--- config.mk ---
export PLATFORM = sky130hd
export DESIGN_NAME = list_min_max_mode_stats_flat
export DESIGN_NICKNAME = d
export VERILOG_FILES = /design/src/design/lmms_pkg.sv /design/src/design/lmms_if.sv /design/src/design/lmms_store.sv /design/src/design/lmms_cmp.sv /design/src/design/list_min_max_mode_stats.sv /design/src/flat_wrapper.sv
export SDC_FILE = /design/constraint.sdc
export NUM_CORES = 2
export LEC_CHECK = 0
export ABC_AREA = 1
export BUFFER_PORTS_ARGS = -buffer_cell sky130_fd_sc_hd__buf_2
export CAP_MARGIN = 15
export CORE_MARGIN = 2
export CORE_UTILIZATION = 45
export CTS_CLUSTER_SIZE = 20
export DETAILED_ROUTE_END_ITERATION = 8
export PLACE_DENSITY_LB_ADDON = 0.05
export SLEW_MARGIN = 10
export SYNTH_ARGS = -nofsm -noshare
export SYNTH_HDL_FRONTEND = slang
export SYNTH_SLANG_ARGS = --single-unit
--- constraint.sdc ---
create_clock -name clk -period 4.7 [get_ports clk]
set_input_delay 0.94 -clock clk [delete_from_list [all_inputs] [get_ports clk]]
set_output_delay 0.94 -clock clk [all_outputs]
set_load 0.05 [all_outputs]
--- src/design/lmms_pkg.sv ---
package lmms_pkg;

	localparam int LIST_DEPTH_DEF = 32;
	localparam int VAL_W          = 32;
	localparam int OCC_W          = 6;
	localparam int KIND_W         = 2;

	typedef enum logic [KIND_W-1:0] {
		KIND_MIN    = 2'd0,
		KIND_MAX    = 2'd1,
		KIND_UNIQUE = 2'd2,
		KIND_MODE   = 2'd3
	} kind_t;

	typedef enum logic [3:0] {
		ST_LOAD,
		ST_KEY_RD,
		ST_KEY_LATCH,
		ST_COUNT,
		ST_MM_COUNT,
		ST_EMIT_MIN,
		ST_EMIT_MAX,
		ST_UNIQ_RD,
		ST_UNIQ_CHK,
		ST_MODE_RD,
		ST_MODE_CHK
	} state_t;

	typedef struct packed {
		logic lt_lo;
		logic gt_hi;
		logic eq_lo;
		logic eq_hi;
	} cmp_flags_t;

endpackage

--- src/design/lmms_if.sv ---
interface lmms_in_if;
	logic                           valid;
	logic                           ready;
	logic [lmms_pkg::VAL_W-1:0]     sample;
	logic                           end_of_list;

	modport source (output valid, output sample, output end_of_list, input ready);
	modport sink   (input valid, input sample, input end_of_list, output ready);
endinterface

interface lmms_out_if;
	logic                           valid;
	logic                           ready;
	logic [lmms_pkg::KIND_W-1:0]    kind;
	logic [lmms_pkg::VAL_W-1:0]     result_value;
	logic [lmms_pkg::OCC_W-1:0]     occurrences;
	logic                           overflowed;
	logic                           final_result;

	modport source (output valid, output kind, output result_value, output occurrences,
		output overflowed, output final_result, input ready);
	modport sink   (input valid, input kind, input result_value, input occurrences,
		input overflowed, input final_result, output ready);
endinterface

--- src/design/lmms_store.sv ---
module lmms_store #(
	parameter int DEPTH = lmms_pkg::LIST_DEPTH_DEF,
	parameter int AW    = $clog2(DEPTH),
	parameter int CW    = $clog2(DEPTH + 1)
) (
	input  logic                       clk,
	input  logic                       val_we,
	input  logic [AW-1:0]              val_waddr,
	input  logic [lmms_pkg::VAL_W-1:0] val_wdata,
	input  logic                       cnt_we,
	input  logic [AW-1:0]              cnt_waddr,
	input  logic [CW-1:0]              cnt_wdata,
	input  logic                       rd_en,
	input  logic [AW-1:0]              rd_addr,
	output logic [lmms_pkg::VAL_W-1:0] rd_value,
	output logic [CW-1:0]              rd_count
);

	logic [lmms_pkg::VAL_W-1:0] val_mem [DEPTH];
	logic [CW-1:0]              cnt_mem [DEPTH];

	always_ff @(posedge clk) begin
		if (val_we) begin
			val_mem[val_waddr] <= val_wdata;
		end
		if (rd_en) begin
			rd_value <= val_mem[rd_addr];
		end
	end

	always_ff @(posedge clk) begin
		if (cnt_we) begin
			cnt_mem[cnt_waddr] <= cnt_wdata;
		end
		if (rd_en) begin
			rd_count <= cnt_mem[rd_addr];
		end
	end

endmodule

--- src/design/lmms_cmp.sv ---
module lmms_cmp (
	input  logic [lmms_pkg::VAL_W-1:0] a,
	input  logic [lmms_pkg::VAL_W-1:0] lo,
	input  logic [lmms_pkg::VAL_W-1:0] hi,
	output lmms_pkg::cmp_flags_t       flags
);

	always_comb begin
		flags.lt_lo = $signed(a) < $signed(lo);
		flags.gt_hi = $signed(a) > $signed(hi);
		flags.eq_lo = a == lo;
		flags.eq_hi = a == hi;
	end

endmodule

--- src/design/list_min_max_mode_stats.sv ---
// List statistics over signed Q16.16 values. Values are taken one beat per cycle
// until a beat with end_of_list; min and max track on the fly and the first
// LIST_DEPTH values are stored (later ones set the overflow flag). After the last
// beat the input is held off while one shared comparator walks the store: for each
// of the n stored values a full scan of the store, one more scan to count min and
// max, then a pass for uniques and, when some value repeats, a pass for modes
// (both passes wait on output stalls). The value store has a single read port.
// Results come out as minimum, maximum, uniques in input order, then modes at
// their first position; the last result carries final_result.
module list_min_max_mode_stats #(
	parameter int LIST_DEPTH = lmms_pkg::LIST_DEPTH_DEF
) (
	input  logic              clk,
	input  logic              arst_n,
	lmms_in_if.sink           samples,
	lmms_out_if.source        results
);

	localparam int AW = $clog2(LIST_DEPTH);
	localparam int CW = $clog2(LIST_DEPTH + 1);
	localparam int TW = $clog2(LIST_DEPTH + 3);

	lmms_pkg::state_t           state_q, state_d;
	lmms_pkg::cmp_flags_t       flags;

	logic [CW-1:0]              fill_q, i_q, j_q, ridx_s1, cnt_q;
	logic [CW-1:0]              maxc_q, nmode_q, nuniq_q, cmin_q, cmax_q;
	logic [lmms_pkg::VAL_W-1:0] min_q, max_q, key_q;
	logic                       ovf_q, first_q, rvld_s1;
	logic [TW-1:0]              emit_q, total;

	logic                       ovld_q, okind_fin_q, oovf_q;
	logic [lmms_pkg::KIND_W-1:0] okind_q;
	logic [lmms_pkg::VAL_W-1:0] oval_q;
	logic [lmms_pkg::OCC_W-1:0] oocc_q;

	logic                       acc, slot_free, scan_state, scan_issue, scan_done, last_i;
	logic                       hit, first_nx, emit_hit, advance, list_end, load_out;
	logic [CW-1:0]              cnt_nx;
	logic                       rd_en;
	logic [AW-1:0]              rd_addr;
	logic [lmms_pkg::VAL_W-1:0] rd_value, cmp_a, cmp_lo;
	logic [CW-1:0]              rd_count;
	lmms_pkg::kind_t            ld_kind;
	logic [lmms_pkg::VAL_W-1:0] ld_val;
	logic [CW-1:0]              ld_occ;
	logic                       val_we, cnt_we;
	logic                       mode_pass;

	lmms_store #(.DEPTH(LIST_DEPTH), .AW(AW), .CW(CW)) u_store (
		.clk       (clk),
		.val_we    (val_we),
		.val_waddr (fill_q[AW-1:0]),
		.val_wdata (samples.sample),
		.cnt_we    (cnt_we),
		.cnt_waddr (i_q[AW-1:0]),
		.cnt_wdata (first_nx ? cnt_nx : '0),
		.rd_en     (rd_en),
		.rd_addr   (rd_addr),
		.rd_value  (rd_value),
		.rd_count  (rd_count)
	);

	assign cmp_a  = (state_q == lmms_pkg::ST_LOAD) ? samples.sample : rd_value;
	assign cmp_lo = (state_q == lmms_pkg::ST_COUNT) ? key_q : min_q;

	lmms_cmp u_cmp (
		.a     (cmp_a),
		.lo    (cmp_lo),
		.hi    (max_q),
		.flags (flags)
	);

	assign samples.ready = state_q == lmms_pkg::ST_LOAD;
	assign acc        = samples.valid && samples.ready;
	assign val_we     = acc && (fill_q < CW'(LIST_DEPTH));
	assign slot_free  = !ovld_q || results.ready;
	assign scan_state = (state_q == lmms_pkg::ST_COUNT) || (state_q == lmms_pkg::ST_MM_COUNT);
	assign scan_issue = scan_state && (j_q < fill_q);
	assign scan_done  = scan_state && rvld_s1 && (ridx_s1 == fill_q - CW'(1));
	assign last_i     = i_q == fill_q - CW'(1);
	assign hit        = rvld_s1 && flags.eq_lo;
	assign cnt_nx     = cnt_q + CW'(hit);
	assign first_nx   = first_q && !(hit && (ridx_s1 < i_q));
	assign cnt_we     = (state_q == lmms_pkg::ST_COUNT) && scan_done;
	assign mode_pass  = maxc_q > CW'(1);
	assign emit_hit   = (state_q == lmms_pkg::ST_UNIQ_CHK) ? (rd_count == CW'(1))
	                                                       : (rd_count == maxc_q);
	assign advance    = ((state_q == lmms_pkg::ST_UNIQ_CHK) ||
	                     (state_q == lmms_pkg::ST_MODE_CHK)) && (!emit_hit || slot_free);
	assign list_end   = advance && last_i &&
	                    ((state_q == lmms_pkg::ST_MODE_CHK) || !mode_pass);
	assign total      = TW'(2) + TW'(nuniq_q) + (mode_pass ? TW'(nmode_q) : '0);

	always_ff @(posedge clk or negedge arst_n) begin
		if (!arst_n) begin
			state_q <= lmms_pkg::ST_LOAD;
		end else begin
			state_q <= state_d;
		end
	end

	always_comb begin
		state_d  = state_q;
		rd_en    = 1'b0;
		rd_addr  = i_q[AW-1:0];
		load_out = 1'b0;
		ld_kind  = lmms_pkg::KIND_MIN;
		ld_val   = min_q;
		ld_occ   = cmin_q;
		case (state_q)
			lmms_pkg::ST_LOAD: begin
				if (acc && samples.end_of_list) begin
					state_d = lmms_pkg::ST_KEY_RD;
				end
			end
			lmms_pkg::ST_KEY_RD: begin
				rd_en   = 1'b1;
				state_d = lmms_pkg::ST_KEY_LATCH;
			end
			lmms_pkg::ST_KEY_LATCH: begin
				state_d = lmms_pkg::ST_COUNT;
			end
			lmms_pkg::ST_COUNT: begin
				rd_en   = scan_issue;
				rd_addr = j_q[AW-1:0];
				if (scan_done) begin
					state_d = last_i ? lmms_pkg::ST_MM_COUNT : lmms_pkg::ST_KEY_RD;
				end
			end
			lmms_pkg::ST_MM_COUNT: begin
				rd_en   = scan_issue;
				rd_addr = j_q[AW-1:0];
				if (scan_done) begin
					state_d = lmms_pkg::ST_EMIT_MIN;
				end
			end
			lmms_pkg::ST_EMIT_MIN: begin
				load_out = slot_free;
				if (slot_free) begin
					state_d = lmms_pkg::ST_EMIT_MAX;
				end
			end
			lmms_pkg::ST_EMIT_MAX: begin
				ld_kind  = lmms_pkg::KIND_MAX;
				ld_val   = max_q;
				ld_occ   = cmax_q;
				load_out = slot_free;
				if (slot_free) begin
					state_d = lmms_pkg::ST_UNIQ_RD;
				end
			end
			lmms_pkg::ST_UNIQ_RD: begin
				rd_en   = 1'b1;
				state_d = lmms_pkg::ST_UNIQ_CHK;
			end
			lmms_pkg::ST_UNIQ_CHK: begin
				ld_kind  = lmms_pkg::KIND_UNIQUE;
				ld_val   = rd_value;
				ld_occ   = rd_count;
				load_out = emit_hit && slot_free;
				if (advance) begin
					if (!last_i) begin
						state_d = lmms_pkg::ST_UNIQ_RD;
					end else if (mode_pass) begin
						state_d = lmms_pkg::ST_MODE_RD;
					end else begin
						state_d = lmms_pkg::ST_LOAD;
					end
				end
			end
			lmms_pkg::ST_MODE_RD: begin
				rd_en   = 1'b1;
				state_d = lmms_pkg::ST_MODE_CHK;
			end
			lmms_pkg::ST_MODE_CHK: begin
				ld_kind  = lmms_pkg::KIND_MODE;
				ld_val   = rd_value;
				ld_occ   = maxc_q;
				load_out = emit_hit && slot_free;
				if (advance) begin
					state_d = last_i ? lmms_pkg::ST_LOAD : lmms_pkg::ST_MODE_RD;
				end
			end
			default: begin
				state_d = lmms_pkg::ST_LOAD;
			end
		endcase
	end

	always_ff @(posedge clk or negedge arst_n) begin
		if (!arst_n) begin
			fill_q  <= '0;
			ovf_q   <= 1'b0;
			min_q   <= '0;
			max_q   <= '0;
			i_q     <= '0;
			j_q     <= '0;
			rvld_s1 <= 1'b0;
			ridx_s1 <= '0;
			cnt_q   <= '0;
			first_q <= 1'b0;
			key_q   <= '0;
			maxc_q  <= '0;
			nmode_q <= '0;
			nuniq_q <= '0;
			cmin_q  <= '0;
			cmax_q  <= '0;
			emit_q  <= '0;
		end else begin
			rvld_s1 <= scan_issue;
			ridx_s1 <= j_q;
			if (scan_issue) begin
				j_q <= j_q + CW'(1);
			end

			if (acc) begin
				if (fill_q == '0) begin
					min_q <= samples.sample;
					max_q <= samples.sample;
				end else begin
					if (flags.lt_lo) min_q <= samples.sample;
					if (flags.gt_hi) max_q <= samples.sample;
				end
				if (val_we) begin
					fill_q <= fill_q + CW'(1);
				end else begin
					ovf_q <= 1'b1;
				end
				if (samples.end_of_list) begin
					i_q     <= '0;
					maxc_q  <= '0;
					nmode_q <= '0;
					nuniq_q <= '0;
				end
			end

			if (state_q == lmms_pkg::ST_KEY_LATCH) begin
				key_q   <= rd_value;
				j_q     <= '0;
				cnt_q   <= '0;
				first_q <= 1'b1;
			end

			if (state_q == lmms_pkg::ST_COUNT) begin
				cnt_q   <= cnt_nx;
				first_q <= first_nx;
				if (scan_done) begin
					i_q <= i_q + CW'(1);
					if (first_nx) begin
						if (cnt_nx == CW'(1)) nuniq_q <= nuniq_q + CW'(1);
						if (cnt_nx > maxc_q) begin
							maxc_q  <= cnt_nx;
							nmode_q <= CW'(1);
						end else if (cnt_nx == maxc_q) begin
							nmode_q <= nmode_q + CW'(1);
						end
					end
					if (last_i) begin
						j_q    <= '0;
						cmin_q <= '0;
						cmax_q <= '0;
					end
				end
			end

			if ((state_q == lmms_pkg::ST_MM_COUNT) && rvld_s1) begin
				if (flags.eq_lo) cmin_q <= cmin_q + CW'(1);
				if (flags.eq_hi) cmax_q <= cmax_q + CW'(1);
			end

			if ((state_q == lmms_pkg::ST_EMIT_MAX) && slot_free) begin
				i_q <= '0;
			end
			if (advance) begin
				i_q <= last_i ? '0 : i_q + CW'(1);
			end

			if (list_end) begin
				emit_q <= '0;
			end else if (load_out) begin
				emit_q <= emit_q + TW'(1);
			end

			if (list_end) begin
				fill_q <= '0;
				ovf_q  <= 1'b0;
				min_q  <= '0;
				max_q  <= '0;
			end
		end
	end

	always_ff @(posedge clk or negedge arst_n) begin
		if (!arst_n) begin
			ovld_q <= 1'b0;
		end else if (load_out) begin
			ovld_q <= 1'b1;
		end else if (results.ready) begin
			ovld_q <= 1'b0;
		end
	end

	always_ff @(posedge clk) begin
		if (load_out) begin
			okind_q     <= ld_kind;
			oval_q      <= ld_val;
			oocc_q      <= lmms_pkg::OCC_W'(ld_occ);
			oovf_q      <= ovf_q;
			okind_fin_q <= emit_q == total - TW'(1);
		end
	end

	assign results.valid        = ovld_q;
	assign results.kind         = okind_q;
	assign results.result_value = oval_q;
	assign results.occurrences  = oocc_q;
	assign results.overflowed   = oovf_q;
	assign results.final_result = okind_fin_q;

endmodule

--- src/flat_wrapper.sv ---
// flat-port wrapper written by rule: the top's interface ports become plain ports
module list_min_max_mode_stats_flat 
#(
	parameter int LIST_DEPTH = lmms_pkg::LIST_DEPTH_DEF
)
  (clk, arst_n, samples_valid, samples_sample, samples_end_of_list, samples_ready, results_valid, results_kind, results_result_value, results_occurrences, results_overflowed, results_final_result, results_ready);
  lmms_in_if samples_i ();
  lmms_out_if results_i ();
  input  logic clk;
  input  logic arst_n;
  input wire logic [$bits(samples_i.valid)-1:0] samples_valid;
  input wire logic [$bits(samples_i.sample)-1:0] samples_sample;
  input wire logic [$bits(samples_i.end_of_list)-1:0] samples_end_of_list;
  output wire logic [$bits(samples_i.ready)-1:0] samples_ready;
  output wire logic [$bits(results_i.valid)-1:0] results_valid;
  output wire logic [$bits(results_i.kind)-1:0] results_kind;
  output wire logic [$bits(results_i.result_value)-1:0] results_result_value;
  output wire logic [$bits(results_i.occurrences)-1:0] results_occurrences;
  output wire logic [$bits(results_i.overflowed)-1:0] results_overflowed;
  output wire logic [$bits(results_i.final_result)-1:0] results_final_result;
  input wire logic [$bits(results_i.ready)-1:0] results_ready;
  assign samples_i.valid = samples_valid;
  assign samples_i.sample = samples_sample;
  assign samples_i.end_of_list = samples_end_of_list;
  assign samples_ready = samples_i.ready;
  assign results_valid = results_i.valid;
  assign results_kind = results_i.kind;
  assign results_result_value = results_i.result_value;
  assign results_occurrences = results_i.occurrences;
  assign results_overflowed = results_i.overflowed;
  assign results_final_result = results_i.final_result;
  assign results_i.ready = results_ready;
  list_min_max_mode_stats #(.LIST_DEPTH(LIST_DEPTH)) u_core (.clk(clk), .arst_n(arst_n), .samples(samples_i), .results(results_i));
endmodule
==> qor.txt <==
ROUTING
---------------------------------------------------------------------------------
DRC violations left                                                             0
Total number of vias                                                        44526
First DRT Iteration DRCs                                                     4522
Post-DRT Antenna Nets                                                           0
Wire length after detailed routing                                         203 mm
Number of vias per cell after detailed routing                               5.53
Routed len/inst                                                           25.3 um
Number of iterations in the first detailed-routing pass                         6

RUN
---------------------------------------------------------------------------------
Max-capacitance violation count                                                 0

CRITICAL PATH
---------------------------------------------------------------------------------
R2r setup slk                                                             0.23 ns
Cell with the biggest individual delay on the critical path          sky130_fd_sc_hd__dfrtp_1
Depth of the worst register-to-register path                                   32
Bufs and invs on worst path                                                     8
Path type of the worst setup path                                    flip-flop to flip-flop
CP most frequent cell                                                sky130_fd_sc_hd__nand2_1
Stages on the worst setup path                                                 32
Type of destination of the critical path                                flip-flop
Gate family responsible for the most delay along the worst path      simple AND/OR/NAND/NOR gates
Reg-to-Reg Start                                                     u_core.state_q[2]
CP max FO                                                                       7
Largest stage delay, worst path                                           0.41 ns
Capture instance of the worst register-to-register path              u_core.nmode_q[5]
Start point of the critical path                                     u_core.state_q[2]
CP Launch Type                                                          flip-flop
Critical path capture point                                          u_core.nmode_q[5]
Critical path data required time                                          5.37 ns
WP data arrival                                                           5.15 ns

FLOORPLANNING
---------------------------------------------------------------------------------
Initial standard-cell utilization of the core                               0.452
Floorplan core area                                                   141000 um^2
Area enclosed by the die boundary                                     145000 um^2
Count of boundary I/O pins                                                     81
Die W                                                                      380 um
Count of standard-cell rows                                                   138
Die Height                                                                 380 um

PLACED DESIGN
---------------------------------------------------------------------------------
Port Buffer Count                                                              80
Total placed cells including tap cells                                       7750
Final Wtd Congestion                                                        0.869
Post-DP HPWL                                                               118 mm
Place WS                                                               -0.0622 ns

FINAL LAYOUT
---------------------------------------------------------------------------------
Fraction of final layout cells with drive strength greater than 1           0.106
Final cell utilization of the core                                          0.518
Area Growth Syn to Fin                                                      14.6%
Post-route insts no fill                                                     8049
Final-stage net count                                                        6171

PWR
---------------------------------------------------------------------------------
Leak pwr                                                                  28.4 nW
Switching fraction of total power                                           0.372
Total net switching power                                                 15.6 mW
Share of power burned in registers                                          0.366
Cell Int Power                                                            26.4 mW
Proportion of power drawn by the clock network                              0.286
Combinational group share of total power                                    0.348
Worst ir drop on vdd                                                     0.596 mV
PD cells                                                              575 nW/um^2

CLOCK TREE
---------------------------------------------------------------------------------
Register clock-pin slew on the reported worst setup and hold paths        0.06 ns
H-tree level count                                                              4
Clock tree root driver cell                                          sky130_fd_sc_hd__clkbuf_16
CTS tree                                                                     done
Total CTS buffers                                                             160
Max clock buf depth                                                             3
Count of clock tree sinks                                                    1466
Clock latency on the worst-skew pair                                      0.79 ns

YOSYS
---------------------------------------------------------------------------------
Synthesis warning total                                                         0
Unique cell type count in the Yosys netlist                                    45
Sequential fraction of the synthesis area                                   0.677
Number of flops mapped to enable cells by yosys                              1296
Mean Syn Cell Area                                                      10.9 um^2
Summed instance area of the synthesized netlist                        63700 um^2
Cells taking the most area after synthesis                           sky130_fd_sc_hd__edfxtp_1 (61%), sky130_fd_sc_hd__nand2_1 (12%), sky130_fd_sc_hd__dfrtp_1 (6.7%), sky130_fd_sc_hd__nand3_1 (6.5%), sky130_fd_sc_hd__ha_1 (2.0%)
Async set or reset register ratio after synthesis                           0.116
Area share of the largest cell type after synthesis                         0.611
Predominant post-synthesis flop cell                                 sky130_fd_sc_hd__edfxtp_1
Number of synthesized register bits                                          1466
Post-synthesis net count                                                     5993
Largest area contributor in the netlist                              sky130_fd_sc_hd__edfxtp_1
Synth Instances                                                              5853

GLOBAL ROUTE
---------------------------------------------------------------------------------
Via count of the first global-routing pass                                  42741
Wire length of the first global-routing pass                               297 mm
Number of antenna violations at the first check in global routing              13
Gr usage total                                                              0.279
Gr ovfl total                                                                   0
Largest net degree at the start of global routing                             106

TIMING
---------------------------------------------------------------------------------
Post-layout minimum cycle time                                            4.47 ns
Maximum clock rate                                                      0.224 GHz
Final hold violation count                                                      0
Fin. max-slew vios                                                              0
Fraction of the cycle the final worst path needs                            0.951
Worst rel slew slack                                                        0.285
Final number of setup-violating endpoints                                       0
Setup clock skew after layout                                           0.0288 ns
Worst-case setup margin in the final layout                              0.229 ns
Worst-margin pin slew                                                     1.07 ns

OUTCOME
---------------------------------------------------------------------------------
Status                                                               complete, no violations

MIN PATH
---------------------------------------------------------------------------------
Class of the most critical hold timing path                          input pin to async pin

## metal layers
metal	track usage	part of all wire	wire (um)
met1	0.395	0.44	88800
met2	0.443	0.46	94000
met3	0.0417	0.066	13500
met4	0.0933	0.034	6860
met5	0	0.00038	78
## registers in the layout (all words and copies together) (netlist names), 32 cells and up
name / cells
u_core.results.result_value: 32
u_core.key_q: 32
u_core.u_store.cnt_mem: 192
u_core.max_q: 32
u_core.min_q: 32
u_core.u_store.rd_value: 32
u_core.u_store.val_mem: 1024
## how the worst min path moves through the flow
stage,cells past startpoint,from,to,slack [ns]
6_report,1,arst_n,u_core.key_q[25],0.20
5_1_grt,1,arst_n,u_core.key_q[25],0.24
4_1_cts,1,arst_n,u_core.j_q[3],0.22
3_5_place_dp,0,u_core.ovf_q,u_core.results.overflowed,0.45
3_3_place_gp,0,u_core.ovf_q,u_core.results.overflowed,0.43
2_1_floorplan,0,u_core.j_q[5],u_core.ridx_s1[5],0.42
## cells by family after synthesis
| family | count (synthesis) | share of synthesized area |
|---|---|---|
| AO/OA/AOI/OAI | 504 | 0.0487 |
| multiplexers | 33 | 0.00518 |
| buffers and inverters | 624 | 0.0423 |
| adder cells (fa/ha/maj) | 103 | 0.0203 |
| flip-flops | 1466 | 0.677 |
| XOR/XNOR | 39 | 0.00536 |
| AND/OR/NAND/NOR | 3084 | 0.201 |
## area by class of cell
class                           count  area (um^2)
Clock inverter                     83          658
Clock buffer                      206         4270
Tap cell                         1890         2360
Inverter                          303         1150
Antenna cell                        1         2.50
Sequential cell                  1466        43200
Timing Repair Buffer              337         3130
Fill cell                       12603        68000
Multi-Input combinational cell   3763        18300
## power groups by stage
| stage | logic, mW | registers, mW | clock network (mW) |
|---|---|---|---|
| after global routing | 16.1 | 15.4 | 12.7 |
| after floorplan | 8.93 | 15.5 | 0 |
| after CTS | 14.3 | 15.4 | 12.2 |
| after global placement | 14.1 | 15.6 | 0 |
| final | 14.6 | 15.4 | 12.0 |
| after detailed placement | 14.2 | 15.6 | 0 |
## synthesized netlist by cell type, types with 2 or more instances
cell type	instances
sky130_fd_sc_hd__inv_1	293
sky130_fd_sc_hd__nor3b_1	2
sky130_fd_sc_hd__o21a_1	5
sky130_fd_sc_hd__o21ai_2	2
sky130_fd_sc_hd__a22oi_1	2
sky130_fd_sc_hd__nand3_1	834
sky130_fd_sc_hd__o221ai_1	31
sky130_fd_sc_hd__edfxtp_1	1296
sky130_fd_sc_hd__o211ai_1	120
sky130_fd_sc_hd__nand3b_1	6
sky130_fd_sc_hd__ha_1	102
sky130_fd_sc_hd__inv_2	7
sky130_fd_sc_hd__a221o_1	3
sky130_fd_sc_hd__clkinv_1	3
sky130_fd_sc_hd__dfrtp_1	170
sky130_fd_sc_hd__nor2_1	176
sky130_fd_sc_hd__nand2_1	2021
sky130_fd_sc_hd__o21ai_1	20
sky130_fd_sc_hd__nand2_2	5
sky130_fd_sc_hd__nor2_2	6
sky130_fd_sc_hd__buf_1	11
sky130_fd_sc_hd__buf_2	213
sky130_fd_sc_hd__nand4_1	11
sky130_fd_sc_hd__o21ai_0	178
sky130_fd_sc_hd__buf_6	9
sky130_fd_sc_hd__nor2_4	2
sky130_fd_sc_hd__nor4_1	2
sky130_fd_sc_hd__clkbuf_1	83
sky130_fd_sc_hd__o22ai_1	7
sky130_fd_sc_hd__nand3_2	3
sky130_fd_sc_hd__xor2_1	28
sky130_fd_sc_hd__nand2_4	2
sky130_fd_sc_hd__xnor2_1	11
sky130_fd_sc_hd__o2111ai_1	3
sky130_fd_sc_hd__nor3_1	11
sky130_fd_sc_hd__a21o_1	41
sky130_fd_sc_hd__buf_4	5
sky130_fd_sc_hd__mux2i_1	33
sky130_fd_sc_hd__a21oi_1	90
## metrics by stage
step | setup TNS (ns) | hold WS [ns] | total power [mW] | instance area, um^2
after floorplan | 0 | 0.418 | 24.5 | 63700
after global placement | -0.650 | 0.434 | 29.8 | 67900
after detailed placement | -0.551 | 0.450 | 29.8 | 67900
after CTS | 0 | 0.215 | 41.9 | 72800
after global routing | -0.228 | 0.235 | 44.2 | 73100
final | 0 | 0.196 | 42.0 | 73100
## repair_timing
| item | in CTS | in global routing |
|---|---|---|
| hold buffers | 0 | 0 |
| setup endpoints to repair | 0 | 12 |
| buffers inserted | 0 | 7 |
| resized for setup | 0 | 42 |
## cell usage in the layout (no fill, tap or decap), types with 24 or more instances in the layout
cell,n
sky130_fd_sc_hd__nand2_1,2016
sky130_fd_sc_hd__edfxtp_1,1296
sky130_fd_sc_hd__nand3_1,831
sky130_fd_sc_hd__inv_1,287
sky130_fd_sc_hd__buf_4,192
sky130_fd_sc_hd__dfrtp_1,170
sky130_fd_sc_hd__o21ai_0,168
sky130_fd_sc_hd__clkbuf_16,165
sky130_fd_sc_hd__nor2_1,133
sky130_fd_sc_hd__o211ai_1,120
sky130_fd_sc_hd__ha_1,99
sky130_fd_sc_hd__a21oi_1,90
sky130_fd_sc_hd__buf_2,80
sky130_fd_sc_hd__buf_12,58
sky130_fd_sc_hd__a21o_1,41
sky130_fd_sc_hd__clkbuf_1,40
sky130_fd_sc_hd__nor2_4,37
sky130_fd_sc_hd__clkinv_1,36
sky130_fd_sc_hd__mux2i_1,33
sky130_fd_sc_hd__o221ai_1,31
sky130_fd_sc_hd__clkinv_2,29
sky130_fd_sc_hd__xor2_1,28
sky130_fd_sc_hd__o21ai_1,24
No activity file was read; power rests on OpenSTA's default activity.
